[src/rtl/core/tbcd_pkg.sv]
// Shared types and constants of the identity (IMSI) TBCD decoder.
// No dependencies; every module of the block imports it.
package tbcd_pkg;

  localparam int DATA_W      = 8;
  localparam int CFG_IDX_W   = 2;
  localparam int CFG_DATA_W  = 8;
  localparam int STATUS_W    = 3;
  localparam int COUNT_W     = 5;
  localparam int PACKED_W    = 60;
  localparam int INDEX_W     = 17;
  localparam int LEN_W       = 16;
  localparam int OUT_TDATA_W = 72;

  localparam logic [COUNT_W-1:0] COUNT_SAT = 5'd16;
  localparam logic [3:0]         DIGIT_MAX = 4'd9;
  localparam logic [3:0]         FILLER    = 4'hF;

  // Configuration register indexes.
  localparam logic [CFG_IDX_W-1:0] REG_EXPECTED_TYPE = 2'd0;
  localparam logic [CFG_IDX_W-1:0] REG_MIN_DIGITS    = 2'd1;
  localparam logic [CFG_IDX_W-1:0] REG_MAX_DIGITS    = 2'd2;

  // Result status codes.
  localparam logic [STATUS_W-1:0] STATUS_OK        = 3'd0;
  localparam logic [STATUS_W-1:0] STATUS_SHORT     = 3'd1;
  localparam logic [STATUS_W-1:0] STATUS_BAD_TYPE  = 3'd2;
  localparam logic [STATUS_W-1:0] STATUS_SIZE      = 3'd3;
  localparam logic [STATUS_W-1:0] STATUS_BAD_DIGIT = 3'd4;
  localparam logic [STATUS_W-1:0] STATUS_COUNT     = 3'd5;

  typedef struct packed {
    logic [DATA_W-1:0] data_byte;
    logic              last_byte;
  } tbcd_beat_t;

  typedef struct packed {
    logic [STATUS_W-1:0] status;
    logic [COUNT_W-1:0]  digit_count;
    logic [PACKED_W-1:0] digits_packed;
  } tbcd_result_t;

endpackage

[src/rtl/core/tbcd_imsi_decoder.sv]
// Decodes one IMSI element streamed one byte per beat (type, two length bytes, a spare byte,
// then TBCD digit pairs low nibble first) and emits one result beat on the byte marked tlast.
// A byte beat is accepted every cycle unless a last byte waits in the input register for a held
// result; a result beat is registered in the result register after its last byte has passed
// the input register. A held result does not block digit bytes, only the next last byte.
// Configuration is to be written only while the stream is idle; the block does not enforce it.
module tbcd_imsi_decoder #(
  parameter int MAX_DIGITS = 15
) (
  input  logic                                 clk,
  input  logic                                 rst,
  input  logic                                 cfg_we,
  input  logic [tbcd_pkg::CFG_IDX_W-1:0]       cfg_index,
  input  logic [tbcd_pkg::CFG_DATA_W-1:0]      cfg_data,
  input  logic                                 s_axis_tvalid,
  output logic                                 s_axis_tready,
  input  logic [tbcd_pkg::DATA_W-1:0]          s_axis_tdata,  // [7:0] data_byte
  input  logic                                 s_axis_tlast,  // last_byte
  output logic                                 m_axis_tvalid,
  input  logic                                 m_axis_tready,
  // [2:0] status, [7:3] digit_count, [67:8] digits_packed, [71:68] zero
  output logic [tbcd_pkg::OUT_TDATA_W-1:0]     m_axis_tdata
);
  import tbcd_pkg::*;

  tbcd_beat_t   s_beat;
  tbcd_beat_t   in_beat;
  tbcd_result_t res;
  logic         in_valid;
  logic         take;

  assign s_beat.data_byte = s_axis_tdata;
  assign s_beat.last_byte = s_axis_tlast;

  tbcd_in_stage u_in_stage (
    .clk     (clk),
    .rst     (rst),
    .s_valid (s_axis_tvalid),
    .s_ready (s_axis_tready),
    .s_beat  (s_beat),
    .valid   (in_valid),
    .beat    (in_beat),
    .take    (take)
  );

  tbcd_core #(
    .MAX_DIGITS (MAX_DIGITS)
  ) u_core (
    .clk       (clk),
    .rst       (rst),
    .cfg_we    (cfg_we),
    .cfg_index (cfg_index),
    .cfg_data  (cfg_data),
    .in_valid  (in_valid),
    .in_beat   (in_beat),
    .take      (take),
    .res_valid (m_axis_tvalid),
    .res_ready (m_axis_tready),
    .res       (res)
  );

  assign m_axis_tdata = {4'b0, res.digits_packed, res.digit_count, res.status};

endmodule

[src/rtl/core/tbcd_in_stage.sv]
// Input register of the identity decoder: holds one byte beat until the core takes it.
// Depends on tbcd_pkg.
module tbcd_in_stage (
  input  logic                 clk,
  input  logic                 rst,
  input  logic                 s_valid,
  output logic                 s_ready,
  input  tbcd_pkg::tbcd_beat_t s_beat,
  output logic                 valid,
  output tbcd_pkg::tbcd_beat_t beat,
  input  logic                 take
);
  import tbcd_pkg::*;

  logic valid_next;

  assign s_ready = !valid || take;

  always_comb begin
    valid_next = valid;
    if (s_valid && s_ready) begin
      valid_next = 1'b1;
    end else if (take) begin
      valid_next = 1'b0;
    end
  end

  always_ff @(posedge clk) begin
    if (rst) begin
      valid <= 1'b0;
    end else begin
      valid <= valid_next;
    end
  end

  always_ff @(posedge clk) begin
    if (s_valid && s_ready) begin
      beat <= s_beat;
    end
  end

endmodule

[src/rtl/core/tbcd_core.sv]
// Element state, digit decode and result register of the identity decoder.
// Depends on tbcd_pkg.
module tbcd_core #(
  parameter int MAX_DIGITS = 15
) (
  input  logic                               clk,
  input  logic                               rst,
  input  logic                               cfg_we,
  input  logic [tbcd_pkg::CFG_IDX_W-1:0]     cfg_index,
  input  logic [tbcd_pkg::CFG_DATA_W-1:0]    cfg_data,
  input  logic                               in_valid,
  input  tbcd_pkg::tbcd_beat_t               in_beat,
  output logic                               take,
  output logic                               res_valid,
  input  logic                               res_ready,
  output tbcd_pkg::tbcd_result_t             res
);
  import tbcd_pkg::*;

  localparam int STORE_W = 4 * MAX_DIGITS;

  logic [7:0] expected_type;
  logic [3:0] min_digits;
  logic [3:0] max_digits;

  logic [INDEX_W-1:0] byte_index, byte_index_next;
  logic [7:0]         type_seen, type_seen_next;
  logic [LEN_W-1:0]   declared_len, declared_len_next;
  logic [STORE_W-1:0] digit_store, digit_store_next;
  logic [COUNT_W-1:0] digits_held, digits_held_next;
  logic               filler_seen, filler_seen_next;
  logic               digit_fault, digit_fault_next;

  logic [3:0]          lo_nib, hi_nib;
  logic [STORE_W-1:0]  store_mid;
  logic [COUNT_W-1:0]  held_mid;
  logic [STATUS_W-1:0] status_next;
  logic                emit;

  // A non-last byte never needs the result register, so it moves on regardless.
  assign take = in_valid && (!in_beat.last_byte || !res_valid || res_ready);
  assign emit = take && in_beat.last_byte;

  always_ff @(posedge clk) begin
    if (rst) begin
      expected_type <= 8'd1;
      min_digits    <= 4'd6;
      max_digits    <= 4'd15;
    end else if (cfg_we) begin
      unique case (cfg_index)
        REG_EXPECTED_TYPE: expected_type <= cfg_data;
        REG_MIN_DIGITS:    min_digits    <= cfg_data[3:0];
        REG_MAX_DIGITS:    max_digits    <= cfg_data[3:0];
        default: ;
      endcase
    end
  end

  always_comb begin
    lo_nib            = in_beat.data_byte[3:0];
    hi_nib            = in_beat.data_byte[7:4];
    type_seen_next    = type_seen;
    declared_len_next = declared_len;
    digit_store_next  = digit_store;
    digits_held_next  = digits_held;
    filler_seen_next  = filler_seen;
    digit_fault_next  = digit_fault;
    store_mid         = digit_store;
    held_mid          = digits_held;

    if (byte_index == '0) begin
      type_seen_next = in_beat.data_byte;
    end else if (byte_index == INDEX_W'(1)) begin
      declared_len_next = {in_beat.data_byte, declared_len[7:0]};
    end else if (byte_index == INDEX_W'(2)) begin
      declared_len_next = {declared_len[15:8], in_beat.data_byte};
    end else if (byte_index >= INDEX_W'(4) && !filler_seen && !digit_fault) begin
      if (lo_nib > DIGIT_MAX) begin
        digit_fault_next = 1'b1;
      end else begin
        // Low digit first, then the high digit in the next nibble slot.
        for (int i = 0; i < MAX_DIGITS; i++) begin
          if (digits_held == COUNT_W'(i)) begin
            store_mid[4*i +: 4] = lo_nib;
          end
        end
        held_mid         = (digits_held < COUNT_SAT) ? digits_held + 1'b1 : digits_held;
        digit_store_next = store_mid;
        digits_held_next = held_mid;
        if (hi_nib <= DIGIT_MAX) begin
          for (int i = 0; i < MAX_DIGITS; i++) begin
            if (held_mid == COUNT_W'(i)) begin
              digit_store_next[4*i +: 4] = hi_nib;
            end
          end
          digits_held_next = (held_mid < COUNT_SAT) ? held_mid + 1'b1 : held_mid;
        end else if (hi_nib == FILLER) begin
          filler_seen_next = 1'b1;
        end else begin
          digit_fault_next = 1'b1;
        end
      end
    end

    byte_index_next = (byte_index != '1) ? byte_index + 1'b1 : byte_index;
  end

  always_comb begin
    if (byte_index_next < INDEX_W'(4)) begin
      status_next = STATUS_SHORT;
    end else if (type_seen_next != expected_type) begin
      status_next = STATUS_BAD_TYPE;
    end else if (byte_index_next < ({1'b0, declared_len_next} + INDEX_W'(3))) begin
      status_next = STATUS_SIZE;
    end else if (digit_fault_next) begin
      status_next = STATUS_BAD_DIGIT;
    end else if (digits_held_next > {1'b0, max_digits} ||
                 digits_held_next < {1'b0, min_digits}) begin
      status_next = STATUS_COUNT;
    end else begin
      status_next = STATUS_OK;
    end
  end

  always_ff @(posedge clk) begin
    if (rst || emit) begin
      byte_index   <= '0;
      type_seen    <= '0;
      declared_len <= '0;
      digit_store  <= '0;
      digits_held  <= '0;
      filler_seen  <= 1'b0;
      digit_fault  <= 1'b0;
    end else if (take) begin
      byte_index   <= byte_index_next;
      type_seen    <= type_seen_next;
      declared_len <= declared_len_next;
      digit_store  <= digit_store_next;
      digits_held  <= digits_held_next;
      filler_seen  <= filler_seen_next;
      digit_fault  <= digit_fault_next;
    end
  end

  always_ff @(posedge clk) begin
    if (rst) begin
      res_valid <= 1'b0;
    end else if (emit) begin
      res_valid <= 1'b1;
    end else if (res_ready) begin
      res_valid <= 1'b0;
    end
  end

  always_ff @(posedge clk) begin
    if (emit) begin
      res.status        <= status_next;
      res.digit_count   <= digits_held_next;
      res.digits_packed <= PACKED_W'(digit_store_next);
    end
  end

endmodule

[config.mk]
export PLATFORM = sky130hd
export DESIGN_NAME = tbcd_imsi_decoder
export DESIGN_NICKNAME = d
export VERILOG_FILES = /design/src/rtl/core/tbcd_pkg.sv /design/src/rtl/core/tbcd_imsi_decoder.sv /design/src/rtl/core/tbcd_in_stage.sv /design/src/rtl/core/tbcd_core.sv
export SDC_FILE = /design/constraint.sdc
export NUM_CORES = 1
export LEC_CHECK = 0
export ABC_AREA = 1
export BUFFER_PORTS_ARGS = -buffer_cell sky130_fd_sc_hd__buf_4
export CAP_MARGIN = 20
export CORE_ASPECT_RATIO = 0.5
export CORE_MARGIN = 2
export CORE_UTILIZATION = 60
export CTS_BUF_LIST = sky130_fd_sc_hd__clkbuf_8
export CTS_CLUSTER_DIAMETER = 150
export DETAILED_ROUTE_END_ITERATION = 8
export PLACE_DENSITY_LB_ADDON = 0.2
export SKIP_LAST_GASP = 1
export SYNTH_ARGS = -nofsm -noshare
export SYNTH_HDL_FRONTEND = slang
export SYNTH_SLANG_ARGS = --single-unit
[constraint.sdc]
create_clock -name clk -period 4.15 [get_ports clk]
set_input_delay 0.2075 -clock clk [delete_from_list [all_inputs] [get_ports clk]]
set_output_delay 0.2075 -clock clk [all_outputs]
set_load 0.02 [all_outputs]
==> results.cfg <==
[routing]
drc = 0
drtAntennaViolNets = 0
vias = 10409
drtIter0Drc = 834
wl_per_cell_um = 16.3
first_pass_iters = 5
wirelength_mm = 29.8
via_per_inst = 5.69

[layout]
final_cell_count_no_fill = 1828
final_nets = 1621
area_growth_pct = 16.8
n_fill_cell = 1480
insertedDiodeCount = 0
drive_gt1_share_pct = 13.8
utilization_pct = 71.0

[sta]
final-setup-viol-count = 0
worstMarginPinSlew_ps = 1080
maxSlewHeadroom_pct = 28.0
fin_skew_ps = 17.6
setup_ws_ps = 355
fmax_mhz = 264
fin_crit_sh_pct = 91.4
maxSlewViolCount = 0
final_hold_viol_count = 0
fin_crit_ps = 3800

[clock_network]
clk_transition_reported_paths_ps = 80
h-tree-depth = 1
clk-insertion-delay-late_ps = 570
cts.sinks = 203
cts_buffers = 29
cts_root_buf = clkbuf_8
clockBufferDepth = 3
cts_tree = built

[pwr]
power.density_nw_per_um2 = 385
vdd_drop_max_v = 0.000242
total_leakage_power_nw = 5.84
total_power_mw = 5.00

[floorplanning]
io_pins = 98
dieArea_um2 = 19700
start_util_pct = 60.8
std_cell_rows = 35
dieWidth_um = 197
core_um2 = 18300
dieHeight_um = 100

[synthesis]
ys.flop_type = dfxtp_1
synth_common_cells = inv_1, nand2_1, o21ai_0
synth_top_cell_by_area = dfxtp_1
synth-simple-area-share_pct = 16.6
async_flop_share_pct = 0
synth_area_leaders = dfxtp_1, edfxtp_1, o21ai_0, inv_1, nand2_1
synthAdderAreaFrac_pct = 3.60
ys_seq_area_share_pct = 43.4
synth_edf_count = 77
synth_seq_cells = 203
synth_top_area_share_pct = 22.7
synth_most_common_cell = inv_1
yosys_warnings = 0
avgSynthCellArea_um2 = 7.64
synth_xor_area_share_pct = 2.60
synthMuxAreaShare_pct = 0
synth_cell_types = 42
synth_top_family_by_area = compound AO/OA/AOI/OAI gates
syn_area_um2 = 11100
netlist_instances = 1456
synth_compound_area_share_pct = 22.8

[global_route]
grt_usage_pct = 30.0
grt_pass1_vias = 9624
grt_first_pass_wirelength_mm = 47.4
grt_overflow_total = 0
antenna_found_initial = 0
grt_max_degree = 88

[critical_path]
cpMostUsedCell = inv_1
cp.arrival_ps = 4120
crit_slowest_cell = dfxtp_4
cp-end-kind = flip-flop
path_cells = inv_1 -> ha_1 -> inv_1 -> nor2_2 -> inv_1 -> nor2_2 -> nand3_1 -> nand4_1 -> nand3_2 -> nor3_4 -> nand4_1 -> xor2_1 -> ha_1 -> a21oi_1 -> o21ai_0 -> nand4_1 -> o211ai_1 -> a21oi_1 -> nand2_1 -> nand2_1 -> nor2_2 -> o21ai_1 -> inv_1
crit_type = reg -> reg
worst-path-buf-inv = 4
startpoint_type = flip-flop
ff2ff_setup_slack_ps = 350
worstPathRequired_ps = 4480
crit_family = simple AND/OR/NAND/NOR gates
crit_fanout = 6
crit_path_max_incr_delay_ps = 370

[place]
place.gp.congestion = 0.948
dp_hpwl_mm = 20.4
placedCellCount = 1754
dpl_worst_slack_ps = 171
port_buffers = 93

[hold_path]
hold_path_class = in -> reg

[run]
cap_violations = 0

[outcome]
outcome = completed
[layer usage]
| metal | vias up | share of wire (%) | global-route usage, % |
|---|---|---|---|
| li1 | 5093 | - | - |
| met1 | 4810 | 44 | 40.6 |
| met2 | 438 | 45 | 49.8 |
| met3 | 68 | 8.2 | 4.67 |
| met4 | 0 | 2.9 | 10.5 |
| met5 | - | 0 | 0 |
[final timing paths]
check / to / depth (start not counted) / start
setup / recovery: u_core.res[67] / 23 / u_core.byte_index[0]
hold reg to reg: u_core.filler_seen / 2 / u_core.filler_seen
setup reg to reg: u_core.res[67] / 23 / u_core.byte_index[0]
hold / removal: u_core.min_digits[3] / 3 / cfg_we
[layout by cell type, fill, tap and decap left out, drive strengths merged]
cell / n
o21ai: 230
o221ai: 1
nand4: 22
nor4: 1
dfxtp: 126
nor3: 17
conb: 4
nor2: 129
o211ai: 88
nand3b: 1
inv: 247
a211oi: 5
xnor2: 2
edfxtp: 77
nand2: 212
a21o: 1
o21a: 2
clkbuf: 30
bufinv: 4
a31oi: 2
nand3: 38
buf: 120
ha: 32
clkinv: 17
a21oi: 124
o2111ai: 1
xor2: 31
or2: 1
dlygate4sd3: 19
clkinvlp: 4
[registers in the layout, indices dropped and copies added (netlist names), 5 cells and up]
| signal | flops |
|---|---|
| u_core.declared_len | 16 |
| u_core.digit_store | 60 |
| u_core.byte_index | 17 |
| u_core.digits_held | 5 |
| u_core.res | 68 |
| u_core.type_seen | 8 |
| u_in_stage.beat | 9 |
| u_core.expected_type | 8 |
[report_power, final]
part           internal, mW  switching [mW]  total, mW
Sequential             2.19          0.0695       2.26
Combinational         0.317           0.647      0.965
Clock                 0.941           0.838       1.78
[stage by stage]
| step | hold WS, ps | area (µm²) | TNS, ps |
|---|---|---|---|
| 6_report | 26.2 | 13000 | 0 |
| 5_1_grt | 33.2 | 13000 | -0.596 |
| 4_1_cts | 9.30 | 12900 | 0 |
| 3_5_place_dp | 388 | 12100 | 0 |
| 3_3_place_gp | 373 | 12100 | 0 |
| 2_1_floorplan | 277 | 11100 | 0 |
[worst reg2reg max path: cells and delay by family, from the launching register on]
family / cells / cell delay [ps]
AO/OA/AOI/OAI: 5 / 500
adder cells (fa/ha/maj): 2 / 480
flip-flops: 1 / 370
AND/OR/NAND/NOR: 11 / 1680
buffers and inverters: 4 / 330
XOR/XNOR: 1 / 180
[logic make-up after synthesis]
logic type | count (synthesis)
adder cells (fa/ha/maj) | 32
buffers and inverters | 312
XOR/XNOR | 33
other | 1
flip-flops | 203
AO/OA/AOI/OAI | 454
AND/OR/NAND/NOR | 421
[timing repair]
| item | 4_1_cts | 5_1_grt |
|---|---|---|
| setup endpoints to repair | 0 | 3 |
| resized for setup | 0 | 15 |
| endpoints found under the hold margin | 26 | 0 |
| setup buffers | 0 | 1 |
| hold buffers | 19 | 0 |
[area by class of cell]
class                   count  area [µm²]  area share [%]
well taps                 240         300            2.31
flip-flops and latches    203        4840            37.2
multi-input cells         944        5160            39.7
repair buffers            139        1120            8.59
clock inverters            24         233            1.79
inverters                 248         932            7.17
clock buffers              30         413            3.18
No activity file was read; power rests on OpenSTA's default activity.
